File: config.mk
export PLATFORM = sky130hd
export DESIGN_NAME = fwtc_divider
export DESIGN_NICKNAME = d
export VERILOG_FILES = /design/src/sv/fwtc_pkg.sv /design/src/sv/fwtc_divider.sv
export SDC_FILE = /design/constraint.sdc
export NUM_CORES = 1
export LEC_CHECK = 0
export ABC_CLOCK_PERIOD_IN_PS = 3000
export BUFFER_PORTS_ARGS = -buffer_cell sky130_fd_sc_hd__buf_2
export CELL_PAD_IN_SITES_DETAIL_PLACEMENT = 1
export CELL_PAD_IN_SITES_GLOBAL_PLACEMENT = 1
export CORE_ASPECT_RATIO = 1.75
export CORE_MARGIN = 1.5
export CORE_UTILIZATION = 30
export CTS_CLUSTER_DIAMETER = 30
export DETAILED_ROUTE_END_ITERATION = 12
export PLACE_DENSITY = 0.7
export SLEW_MARGIN = 30
export SYNTH_ARGS = -nofsm -noshare
export SYNTH_HDL_FRONTEND = slang
export SYNTH_SLANG_ARGS = --single-unit
File: constraint.sdc
create_clock -name clock -period 3 [get_ports clock]
set_clock_uncertainty 0.15 [all_clocks]
set_input_delay 0.9 -clock clock [delete_from_list [all_inputs] [get_ports clock]]
set_output_delay 0.9 -clock clock [all_outputs]
set_load 0.01 [all_outputs]
File: src/sv/fwtc_pkg.sv
package fwtc_pkg;

   localparam int TIME_W   = 48;
   localparam int TENANT_W = 4;
   localparam int ENTITY_W = 6;
   localparam int TAG_W    = 6;
   localparam int LEN_W    = 32;
   localparam int COUNT_W  = 32;
   localparam int CSR_IDX_W = 2;
   localparam int CSR_DATA_W = 32;
   localparam int WIDE_W   = 16;

   localparam logic [CSR_IDX_W-1:0] CSR_GROUP_MODE    = 2'd0;
   localparam logic [CSR_IDX_W-1:0] CSR_WINDOW_LENGTH = 2'd1;
   localparam logic [CSR_IDX_W-1:0] CSR_THRESHOLD     = 2'd2;

   localparam logic [1:0] GROUP_ENTITY = 2'd0;
   localparam logic [1:0] GROUP_TENANT = 2'd1;
   localparam logic [1:0] GROUP_TAG    = 2'd2;

   localparam logic [1:0]         GROUP_MODE_RESET = GROUP_ENTITY;
   localparam logic [LEN_W-1:0]   WINDOW_LENGTH_RESET = 32'd60000;
   localparam logic [COUNT_W-1:0] THRESHOLD_RESET = 32'd100;
   localparam logic [COUNT_W-1:0] COUNT_MAX = '1;

   typedef struct packed {
      logic [TIME_W-1:0]  window;
      logic [COUNT_W-1:0] count;
   } fwtc_entry_type;

   typedef enum logic [2:0] {
      ST_CLEAR,
      ST_IDLE,
      ST_DIVIDE,
      ST_MERGE,
      ST_FINISH
   } fwtc_state_type;

endpackage

File: src/sv/fwtc_divider.sv
module fwtc_divider (
   input  logic                            clock,
   input  logic                            reset,
   input  logic                            start,
   input  logic [fwtc_pkg::TIME_W-1:0]     dividend,
   input  logic [fwtc_pkg::LEN_W-1:0]      divisor,
   output logic                            done,
   output logic [fwtc_pkg::TIME_W-1:0]     quotient
);
   import fwtc_pkg::*;

   localparam int STEP_W = $clog2(TIME_W);
   localparam logic [STEP_W-1:0] LAST_STEP = STEP_W'(TIME_W - 1);

   // restoring divider, one quotient bit per cycle
   logic [TIME_W-1:0] quo_ff, quo_in;
   logic [LEN_W-1:0]  rem_ff, rem_in;
   logic [LEN_W-1:0]  div_ff, div_in;
   logic [STEP_W-1:0] step_ff, step_in;
   logic              busy_ff, busy_in;
   logic              done_ff, done_in;
   logic              zero_ff, zero_in;
   logic [LEN_W:0]    trial;
   logic [LEN_W:0]    diff;

   assign trial = {rem_ff, quo_ff[TIME_W-1]};
   assign diff  = trial - {1'b0, div_ff};

   always_comb begin
      quo_in  = quo_ff;
      rem_in  = rem_ff;
      div_in  = div_ff;
      step_in = step_ff;
      busy_in = busy_ff;
      zero_in = zero_ff;
      done_in = 1'b0;
      if (start) begin
         quo_in  = dividend;
         rem_in  = '0;
         div_in  = divisor;
         zero_in = (divisor == '0);
         step_in = LAST_STEP;
         busy_in = 1'b1;
      end else if (busy_ff) begin
         if (!diff[LEN_W]) begin
            rem_in = diff[LEN_W-1:0];
            quo_in = {quo_ff[TIME_W-2:0], 1'b1};
         end else begin
            rem_in = trial[LEN_W-1:0];
            quo_in = {quo_ff[TIME_W-2:0], 1'b0};
         end
         step_in = step_ff - STEP_W'(1);
         if (step_ff == '0) begin
            busy_in = 1'b0;
            done_in = 1'b1;
         end
      end
   end

   always_ff @(posedge clock) begin
      quo_ff  <= quo_in;
      rem_ff  <= rem_in;
      div_ff  <= div_in;
      step_ff <= step_in;
      zero_ff <= zero_in;
      if (reset) begin
         busy_ff <= 1'b0;
         done_ff <= 1'b0;
      end else begin
         busy_ff <= busy_in;
         done_ff <= done_in;
      end
   end

   assign done     = done_ff;
   // zero length: everything lands in window 0
   assign quotient = zero_ff ? '0 : quo_ff;

endmodule

**Word level (Yosys, flattened, before mapping)**

Index checks and enable logic that the tools add are counted.

- Bits in registers: 121
- Input bits: 83
- Output and inout bits: 49
- Logic and storage cells: 23

- Bitwise operators: 1
- Reduce and logical (&&, ||, !) cells: 4
- Add/subtract/negate cells: 2
- Muxes and demuxes: 9

Operators with widths:

| cell | number |
|---|---|
| $mux 48 | 3 |
| $sub 33x32->33 | 1 |
| $logic_not 32->1 | 1 |
| $mux 32 | 1 |
| $logic_not 6->1 | 1 |
| $sub 6x1->6 const B | 1 |
| $mux 1 | 5 |
| $reduce_or 3->1 | 1 |
| $reduce_bool 2->1 | 1 |
| $not 1->1 | 1 |

**Longest topological paths before layout**

Gate-level depths: netlist (run 1).

- Depth in word-level cells: 4
- Gate-level depth with buffers: 15
- Mapped depth without buffers: 13

**Worst setup path before layout (run 1)**

No wires, ideal clock.

- Path type: reg2reg
- Start point: register quo_ff[47]
- End point: register rem_ff[0]
- Library setup time: 0.175 ns
- Data required time: 2.675 ns
- Path buffers: 2
- Setup slack: -0.184 ns
- Stages on the path, launching flop included: 16
- Arrival time: 2.859 ns
- Period minus slack after synthesis: 3.184 ns
- Cells stage by stage: edfxtp_1 > inv_1 > ha_1 > fa_1 > nand2b_1 > a21oi_2 > o211ai_2 > a21oi_4 > a21oi_2 > or4_4 > nand3_2 > buf_6 > buf_4 > nand2_1 > o211ai_1 > o21ai_0

- Cells in the longest elaborated chain, start to end: 2

Ends and longest elaborated chain:

| what | line | RTL |
|---|---|---|
| start, declared | fwtc_divider.sv:16 | `logic [TIME_W-1:0] quo_ff, quo_in;` |
| start signal, assigned | fwtc_divider.sv:61 | `quo_ff <= quo_in;` |
| $sub 33x32->33 | fwtc_divider.sv:27 | `assign diff = trial - {1'b0, div_ff};` |
| $mux 32 * | fwtc_divider.sv:45 | `if (!diff[LEN_W]) begin` |
| end signal, assigned | fwtc_divider.sv:62 | `rem_ff <= rem_in;` |
| end, declared | fwtc_divider.sv:17 | `logic [LEN_W-1:0] rem_ff, rem_in;` |

Every way passes the cells marked *; elsewhere a longest branch is shown, timed or not.
A chain may end at the register's enable or synchronous reset.

**Final worst setup path (run 1)**

- Start point: register quo_ff[47]
- End point: register rem_ff[9]

- Cells in the longest elaborated chain, start to end: 2

Ends and longest elaborated chain:

| what | line |
|---|---|
| $sub 33x32->33 | fwtc_divider.sv:27 |
| $mux 32 | fwtc_divider.sv:45 |

Every way passes these cells.

==> results of run 1 <==
-- final cells by class --
| type | count | area [um2] | share of cell area |
|---|---|---|---|
| Inverter | 47 | 176 | 0.0191 |
| Multi-Input combinational cell | 461 | 3590 | 0.389 |
| Tap cell | 300 | 375 | 0.0407 |
| Timing Repair Buffer | 202 | 1250 | 0.136 |
| Sequential cell | 121 | 3230 | 0.351 |
| Clock buffer | 17 | 425 | 0.0461 |
| Clock inverter | 15 | 170 | 0.0185 |
-- critical path, stage by stage, from the launching register on --
cell	delay (ns)
edfxtp_1	0.37
inv_2	0.05
ha_2	0.18
fa_2	0.39
nand2b_4	0.16
a21oi_4	0.17
o211ai_2	0.11
a21oi_4	0.17
a21oi_4	0.09
or4_4	0.46
nand3_4	0.19
buf_12	0.17
mux2i_2	0.23
a211oi_1	0.10
-- worst max-delay path by stage --
| stage | slack (ns) | endpoint | cells after the start |
|---|---|---|---|
| after floorplan | -0.03 | rem_ff[15]$_SDFFE_PP0P_ | 13 |
| after global placement | -0.20 | rem_ff[26]$_SDFFE_PP0P_ | 16 |
| after detailed placement | -0.22 | rem_ff[29]$_SDFFE_PP0P_ | 14 |
| after CTS | -0.12 | rem_ff[31]$_SDFFE_PP0P_ | 13 |
| after global routing | -0.29 | rem_ff[9]$_SDFFE_PP0P_ | 12 |
| final | -0.13 | rem_ff[9]$_SDFFE_PP0P_ | 13 |
-- layer usage --
layer  up-vias  GRT usage  share of wire
met2       138      0.327           0.57
met4         0     0.0792          0.033
met1      2765      0.151           0.36
li1       2771          -              -
met5         -          0              0
met3        39     0.0426          0.043
-- Yosys cell counts (8+ instances only) --
library cell   n
xnor2_1       24
nand2b_1      12
mux2i_1       30
clkbuf_1      24
inv_1         46
o21ai_0       18
a21oi_1       37
nor2b_1       53
dfxtp_1       40
xor2_1         8
nand2_1       32
ha_1          34
nor2_1        44
nor4_1         9
mux2_2        48
a211oi_1      27
edfxtp_1      81
a21o_1        16
-- flip-flops by register name (all words and copies together) (netlist names) --
register	count
done	1
zero_ff	1
rem_ff	32
busy_ff	1
div_ff	32
step_ff	6
quo_ff	48
-- power breakdown --
part           switching [mW]  internal [mW]  leakage (nW)  total [mW]
logic                   0.822          0.808          2.59        1.63
clock network           0.840           1.24         0.281        2.08
registers              0.0921           1.96          1.13        2.06
total                    1.75           4.01          4.01        5.76
-- kinds of logic after synthesis --
logic type,share of synthesized area
AOI/OAI and AO/OA,0.134
xor gates and xnor gates,0.0400
adders and majority gates,0.0636
buffers and inverters,0.0470
DFF,0.462
muxes,0.122
and+or+nand+nor,0.132
-- through the flow --
stage / hold WS, ns / setup TNS [ns]
CTS: 0.333 / -2.45
global placement: 0.311 / -2.10
global route: 0.349 / -8.13
detailed placement: 0.326 / -4.36
finish: 0.329 / -2.52
floorplan: 0.293 / -0.701
-- repair_timing --
item                                    CTS  global route
endpoints found under the hold margin     0             0
resized for setup                        12            12
endpoints found under the setup margin   33            33
pin swaps                                 6             5
cloned                                    0             1
setup buffers                             2             2
==> key figures, run 1 <==
Status
  • Status: finished with violations
  • Failing checks: negative setup slack

Yosys
  • Ys async rst share: 0
  • Synth Instances: 658
  • Number of synthesized flops with an enable pin: 81
  • Post-synthesis cell type count: 60
  • FF+latch count, synth: 121
  • Post-synth top area share: 0.347
  • Leading post-synthesis cells by cell area: edfxtp_1, dfxtp_1, mux2_2
  • Sequential fraction of the synthesis area: 0.462
  • Top FF cell, synth: edfxtp_1
  • Net Count, Synth: 776
  • Cell accounting for the most synthesized area: edfxtp_1
  • YS warnings: 0
  • Mapped Avg Cell Area: 10.6 um2
  • Cell area after synthesis: 7000 um2

GRT
  • Vias in the first global route: 6,307
  • First-pass GRT wire length: 31.0 mm
  • Initial antenna violation count: 0
  • Total grt overflow: 0
  • GR Util All Layers: 0.164
  • Pin count of the biggest net entering global routing: 50

Clocking
  • CTS Buffer Depth: 2
  • Post-CTS Hold Fix Bufs: 0
  • TritonCTS clock tree: yes
  • CTS HTree Levels: 4
  • Worst-Skew Late Latency: 0.43 ns
  • Num Clock Sinks: 121
  • CTS buffer count: 17
  • CTS root buffer: clkbuf_16
  • Clock transition at path regs: 0.06 ns

Floorplanning
  • Die area: 24,300 um2
  • Initial Util: 0.307
  • Row count: 73
  • I/O pin total: 132
  • Die height: 205 um
  • DIE WIDTH: 118 um
  • CORE AREA: 22,800 um2

Layout
  • Most frequent cells in the layout: buf_2, edfxtp_1, buf_4
  • Most common cell after layout, fill and taps aside: buf_2
  • Finished Cell Area: 9220 um2
  • Post-Layout Cell Count: 1,163
  • Layout cells sized above 1: 0.363
  • Diodes inserted: 0
  • Fin nets: 968
  • Fin util: 0.404
  • Fill cell count: 2,636
  • Synth-to-layout area growth: 31.7%

Worst setup path
  • Reg2reg path depth: 13
  • CP startpoint: quo_ff[47]$_DFFE_PP_
  • CP arrival: 3.28 ns
  • Worst flop-to-flop path startpoint: quo_ff[47]$_DFFE_PP_
  • Crit path kind: flip-flop to flip-flop
  • Max FO, Critical Path: 9
  • Reg2reg end: rem_ff[9]$_SDFFE_PP0P_
  • Kind of capture point of the worst setup path: flip-flop
  • Reg2Reg Setup Slack: -0.13 ns
  • Crit start category: flip-flop
  • Worst Path Required: 3.15 ns

Pwr
  • Cell area power density: 625 nW/um2
  • Power, Total: 5.76 mW
  • Lkg Pwr: 4.01 nW
  • Peak supply drop: 0.425 mV

Min path
  • Worst hold path depth: 2
  • Hold Crit Start: rem_ff[19]$_SDFFE_PP0P_
  • Hold Path Class: flip-flop to flip-flop
  • Hold EP: rem_ff[19]$_SDFFE_PP0P_

Place
  • Worst slack, placed: -0.220 ns
  • Inst Count DP: 1,126
  • Dpl cell area: 8470 um2
  • Port bufs: 131
  • Final HPWL from detailed placement: 14.6 mm
  • GPL Wtd Cong: 0.813

Timing
  • F_max: 320 MHz
  • RSZ-0062 raised after global routing: yes
  • # setup viols final: 32
  • Worst-Margin Slew: 0.684 ns
  • Slew Viols, Final: 0
  • Fin crit period: 3.13 ns
  • Fin. Hold Viols: 0
  • Part of the cycle the worst path needs: 1.04
  • Max_slew headroom: 0.539
  • Worst setup slack after layout: -0.130 ns

Route
  • DR vias/cell: 4.91
  • Initial DRC count: 129
  • Wirelength per Cell: 16.7 um
  • Vias: 5,713
  • DRC Markers: 0
  • Routed wire length: 19.4 mm
  • Final ANT Viol Nets: 0
  • DR pass1 iterations: 4

Run
  • Max-Cap Viols: 0
No activity file was read; power rests on OpenSTA's default activity.
==> run 2, diff against run 1 <==
Settings changed: ABC_CLOCK_PERIOD_IN_PS 3000 to 2940, PLACE_DENSITY 0.7 to 0.68, SKIP_LAST_GASP from default to 1.
Clock period 3 ns to 2.94 ns, I/O delays scaled along.
==> key figures, run 2 (synthesized netlist as in run 1, its figures left out) <==
Route
  • Initial DRC count: 170
  • Final ANT Viol Nets: 0
  • Wirelength per Cell: 16.8 um
  • DRC Markers: 0
  • DR pass1 iterations: 4
  • Vias: 5,710
  • DR vias/cell: 4.86
  • Routed wire length: 19.8 mm

Place
  • Port bufs: 131
  • GPL Wtd Cong: 0.801
  • Inst Count DP: 1,130
  • Dpl cell area: 8490 um2
  • Worst slack, placed: -0.249 ns
  • Final HPWL from detailed placement: 14.5 mm

Worst setup path
  • Worst-path cell chain: ha_4 > fa_2 > nand2b_4 > a21oi_4 > o211ai_2 > a21oi_4 > a21oi_4 > or4_4 > nand3_4 > buf_6 > mux2i_1 > a211oi_1
  • Reg2Reg Setup Slack: -0.17 ns
  • CP top delay family: simple AND/OR/NAND/NOR gates
  • Largest stage delay on the critical path: 0.46 ns
  • Worst Path Required: 3.08 ns
  • Crit start category: flip-flop
  • CP startpoint: div_ff[0]$_DFFE_PP_
  • CP endpoint: rem_ff[9]$_SDFFE_PP0P_
  • Worst flop-to-flop path startpoint: div_ff[0]$_DFFE_PP_
  • Most numerous cell on the critical path: a21oi_4
  • Max FO, Critical Path: 14
  • Kind of capture point of the worst setup path: flip-flop
  • CP arrival: 3.25 ns
  • Worst path depth: 12
  • Slowest-stage cell, CP: or4_4
  • Crit path kind: flip-flop to flip-flop
  • Reg2reg path depth: 12
  • Reg2reg end: rem_ff[9]$_SDFFE_PP0P_
  • WP buf/inv: 1

Clocking
  • CTS HTree Levels: 4
  • CTS buffer count: 17
  • Num Clock Sinks: 121
  • CTS root buffer: clkbuf_16
  • CTS Buffer Depth: 2
  • TritonCTS clock tree: yes
  • Clock transition at path regs: 0.06 ns
  • Worst-Skew Late Latency: 0.43 ns

GRT
  • Pin count of the biggest net entering global routing: 76
  • First-pass GRT wire length: 31.3 mm
  • Initial antenna violation count: 0
  • Total grt overflow: 0
  • GR Util All Layers: 0.166
  • Vias in the first global route: 6,369

Layout
  • Fin util: 0.409
  • Fill cell count: 2,647
  • Most frequent cells in the layout: buf_2, edfxtp_1, buf_4
  • Synth-to-layout area growth: 33.4%
  • Layout cells sized above 1: 0.378
  • Largest registers: quo_ff x48, div_ff x32, rem_ff x32
  • Number of flip-flops in the largest register: 48
  • Finished Cell Area: 9350 um2
  • Fin nets: 981
  • Most common cell after layout, fill and taps aside: buf_2
  • Diodes inserted: 0
  • Top reg by flops: quo_ff
  • Post-Layout Cell Count: 1,176

Run
  • Max-Cap Viols: 0

Floorplanning
  • CORE AREA: 22,800 um2
  • Row count: 73
  • Die area: 24,300 um2
  • Initial Util: 0.307
  • Die height: 205 um
  • I/O pin total: 132
  • DIE WIDTH: 118 um

Timing
  • Worst-Margin Slew: 0.662 ns
  • # setup viols final: 33
  • RSZ-0062 raised after global routing: yes
  • F_max: 322 MHz
  • Slew Viols, Final: 0
  • Part of the cycle the worst path needs: 1.06
  • Worst hold slack: 0.337 ns
  • Setup_tns: -4.02 ns
  • Fin. Hold Viols: 0
  • Max_slew headroom: 0.555
  • Worst setup slack after layout: -0.167 ns
  • Fin crit period: 3.11 ns

Pwr
  • Cell area power density: 627 nW/um2
  • Peak supply drop: 0.391 mV
  • Lkg Pwr: 4.06 nW
  • Power, Total: 5.86 mW

Min path
  • Hold Path Class: flip-flop to flip-flop

Status
  • Status: finished with violations
  • Failing checks: negative setup slack
run 2: power breakdown:
group	internal [mW]	leakage [nW]	total, mW	switching [mW]
combinational	0.845	2.65	1.68	0.840
sequential	2.01	1.13	2.10	0.0993
clock	1.29	0.270	2.07	0.785
run 2: per-layer routing:
layer / vias up / global-route usage / share of wire
met5: - / 0 / 0
met4: 0 / 0.0964 / 0.040
met3: 43 / 0.0365 / 0.039
met2: 137 / 0.322 / 0.56
met1: 2734 / 0.158 / 0.36
li1: 2796 / - / -
run 2: area by class of cell:
class | count | area (um2) | share of cell area
repair buffers | 215 | 1330 | 0.142
inverters | 47 | 176 | 0.0189
well taps | 300 | 375 | 0.0402
clock buffers | 24 | 472 | 0.0505
flip-flops and latches | 121 | 3230 | 0.346
multi-input cells | 461 | 3660 | 0.392
clock inverters | 8 | 97.6 | 0.0104
run 2: worst min-delay path: stages (launching register included):
cell	delay (ns)
dfxtp_1	0.33
nand2_1	0.06
o21ai_1	0.05
run 2: what timing repair did:
action | in CTS | in global routing
pin swaps | 13 | 10
gates resized for setup | 10 | 24
buffers inserted | 5 | 9
setup endpoints to repair | 33 | 33
hold buffers | 0 | 0
run 2: how the worst min path moves through the flow:
stage,startpoint,endpoint,cells after the start,slack [ns]
after floorplan,rem_ff[16]$_SDFFE_PP0P_,rem_ff[16]$_SDFFE_PP0P_,2,0.29
after global placement,rem_ff[16]$_SDFFE_PP0P_,rem_ff[16]$_SDFFE_PP0P_,2,0.31
after detailed placement,rem_ff[16]$_SDFFE_PP0P_,rem_ff[16]$_SDFFE_PP0P_,2,0.33
after CTS,rem_ff[16]$_SDFFE_PP0P_,rem_ff[16]$_SDFFE_PP0P_,2,0.34
after global routing,rem_ff[16]$_SDFFE_PP0P_,rem_ff[16]$_SDFFE_PP0P_,2,0.36
final,rem_ff[16]$_SDFFE_PP0P_,rem_ff[16]$_SDFFE_PP0P_,2,0.34
==> run 3, diff against run 2 <==
Settings changed: CORE_ASPECT_RATIO 1.75 to 1.2, PLACE_DENSITY 0.68 to 0.67.
==> key figures, run 3 (synthesized netlist as in run 1, its figures left out) <==
Status
  • Status: finished with violations
  • Failing checks: negative setup slack

Layout
  • Fin nets: 978
  • Post-Layout Cell Count: 1,188
  • Synth-to-layout area growth: 33.9%
  • Layout cells sized above 1: 0.378
  • Most frequent cells in the layout: buf_2, edfxtp_1, buf_4
  • Most common cell after layout, fill and taps aside: buf_2
  • Diodes inserted: 0
  • Largest registers: quo_ff x48, div_ff x32, rem_ff x32
  • Top reg by flops: quo_ff
  • Number of flip-flops in the largest register: 48

Worst setup path
  • WP buf/inv: 2
  • Largest stage delay on the critical path: 0.45 ns
  • CP top delay family: simple AND/OR/NAND/NOR gates
  • Worst Path Required: 3.10 ns
  • Reg2Reg Setup Slack: -0.24 ns
  • Kind of capture point of the worst setup path: flip-flop
  • Max FO, Critical Path: 8
  • Worst flop-to-flop path startpoint: div_ff[0]$_DFFE_PP_
  • Crit start category: flip-flop
  • Reg2reg path depth: 13
  • Most numerous cell on the critical path: a21oi_4
  • Slowest-stage cell, CP: or4_4
  • Worst-path cell chain: ha_4 > fa_2 > nand2b_4 > a21oi_4 > o211ai_2 > a21oi_4 > a21oi_4 > or4_4 > nand3_4 > buf_6 > buf_16 > mux2i_4 > o21ai_2
  • CP arrival: 3.34 ns
  • Reg2reg end: rem_ff[19]$_SDFFE_PP0P_
  • Crit path kind: flip-flop to flip-flop

Min path
  • Worst hold path depth: 2
  • Hold EP: rem_ff[16]$_SDFFE_PP0P_
  • Hold Path Class: flip-flop to flip-flop
  • Hold Crit Start: rem_ff[16]$_SDFFE_PP0P_

Route
  • Wirelength per Cell: 16.6 um
  • DR pass1 iterations: 4
  • DRC Markers: 0
  • Vias: 5,720
  • DR vias/cell: 4.81
  • Routed wire length: 19.7 mm
  • Final ANT Viol Nets: 0
  • Initial DRC count: 146

GRT
  • Vias in the first global route: 6,132
  • Total grt overflow: 0
  • Busiest grt layer: met2
  • Grt met1 use: 0.191
  • Pin count of the biggest net entering global routing: 53
  • GR Util met3: 0.0535
  • Initial antenna violation count: 0
  • GR Util All Layers: 0.167
  • Global routing usage on met2: 0.294
  • First-pass GRT wire length: 31.2 mm

Run
  • Max-Cap Viols: 0

Clocking
  • Worst-Skew Late Latency: 0.43 ns
  • TritonCTS clock tree: yes
  • Clock transition at path regs: 0.06 ns
  • Num Clock Sinks: 121
  • CTS HTree Levels: 4
  • CTS root buffer: clkbuf_16
  • CTS buffer count: 17
  • CTS Buffer Depth: 2

Place
  • Inst Count DP: 1,145
  • Port bufs: 131
  • Final HPWL from detailed placement: 14.1 mm
  • GPL Wtd Cong: 0.784
  • Worst slack, placed: -0.249 ns

Timing
  • Setup_tns: -5.90 ns
  • F_max: 314 MHz
  • Worst hold slack: 0.332 ns
  • # setup viols final: 33
  • Worst setup slack after layout: -0.241 ns
  • Max_slew headroom: 0.552
  • Worst-Margin Slew: 0.672 ns
  • Part of the cycle the worst path needs: 1.08
  • RSZ-0062 raised after global routing: yes
  • Fin crit period: 3.18 ns
  • Slew Viols, Final: 0
  • Fin. Hold Viols: 0

Pwr
  • Sw frac: 0.303
  • Combinational Power Share: 0.287
  • P_int: 4.23 mW
  • Lkg Pwr: 4.08 nW
  • Peak supply drop: 0.424 mV
  • Reg power frac: 0.347
  • Clk network pwr share: 0.366
  • NetSw: 1.83 mW
  • Cell area power density: 646 nW/um2

Floorplanning
  • Initial Util: 0.304
  • Row count: 61
  • DIE WIDTH: 142 um
  • Die area: 24,300 um2
  • I/O pin total: 132
  • CORE AREA: 23,000 um2
  • Die height: 170 um
==> run 3: worst max-delay path by stage <==
| stage | to | cells after the start | start | slack (ns) |
|---|---|---|---|---|
| CTS | rem_ff[20]$_SDFFE_PP0P_ | 13 | div_ff[0]$_DFFE_PP_ | -0.18 |
| detailed placement | rem_ff[7]$_SDFFE_PP0P_ | 12 | div_ff[0]$_DFFE_PP_ | -0.25 |
| global route | rem_ff[18]$_SDFFE_PP0P_ | 13 | div_ff[0]$_DFFE_PP_ | -0.33 |
| global placement | rem_ff[29]$_SDFFE_PP0P_ | 13 | div_ff[0]$_DFFE_PP_ | -0.19 |
| floorplan | rem_ff[15]$_SDFFE_PP0P_ | 13 | div_ff[0]$_DFFE_PP_ | -0.09 |
| finish | rem_ff[19]$_SDFFE_PP0P_ | 13 | div_ff[0]$_DFFE_PP_ | -0.24 |
==> run 3: power by group through the flow <==
| stage | Combinational [mW] | Clock (mW) | Sequential, mW |
|---|---|---|---|
| global route | 1.90 | 2.35 | 2.12 |
| floorplan | 1.05 | 0 | 2.10 |
| finish | 1.74 | 2.22 | 2.10 |
| CTS | 1.70 | 2.28 | 2.11 |
| global placement | 1.50 | 0 | 2.13 |
| detailed placement | 1.53 | 0 | 2.14 |
==> run 3: worst min-delay path: stages (launching register included) <==
cell     delay, ns
dfxtp_1       0.33
nand2_1       0.06
o21ai_1       0.05
==> run 3: through the flow <==
stage	power (mW)	area (um2)	util
after floorplan	3.15	7060	-
after global placement	3.64	8490	0.368
after detailed placement	3.67	8490	0.368
after CTS	6.09	9300	0.403
after global routing	6.37	9380	0.407
final	6.06	9380	0.407
==> run 3: metal layers <==
layer,share of wire,wire [um]
met1,0.42,8360
met2,0.50,9880
met3,0.062,1220
met4,0.013,250
met5,0,0
==> run 3: layout make-up <==
type                    count  area [um2]
clock buffers              17         425
clock inverters            15         191
fillers                  2648       13700
inverters                  47         176
multi-input cells         461        3630
flip-flops and latches    121        3230
well taps                 315         394
repair buffers            212        1330
==> run 3: timing repair <==
action                                  in CTS  in global routing
endpoints found under the setup margin      33                 33
hold buffers                                 0                  0
cloned                                       2                  1
buffers inserted                             8                  2
resized for setup                           12                 24
pin swaps                                    9                 12
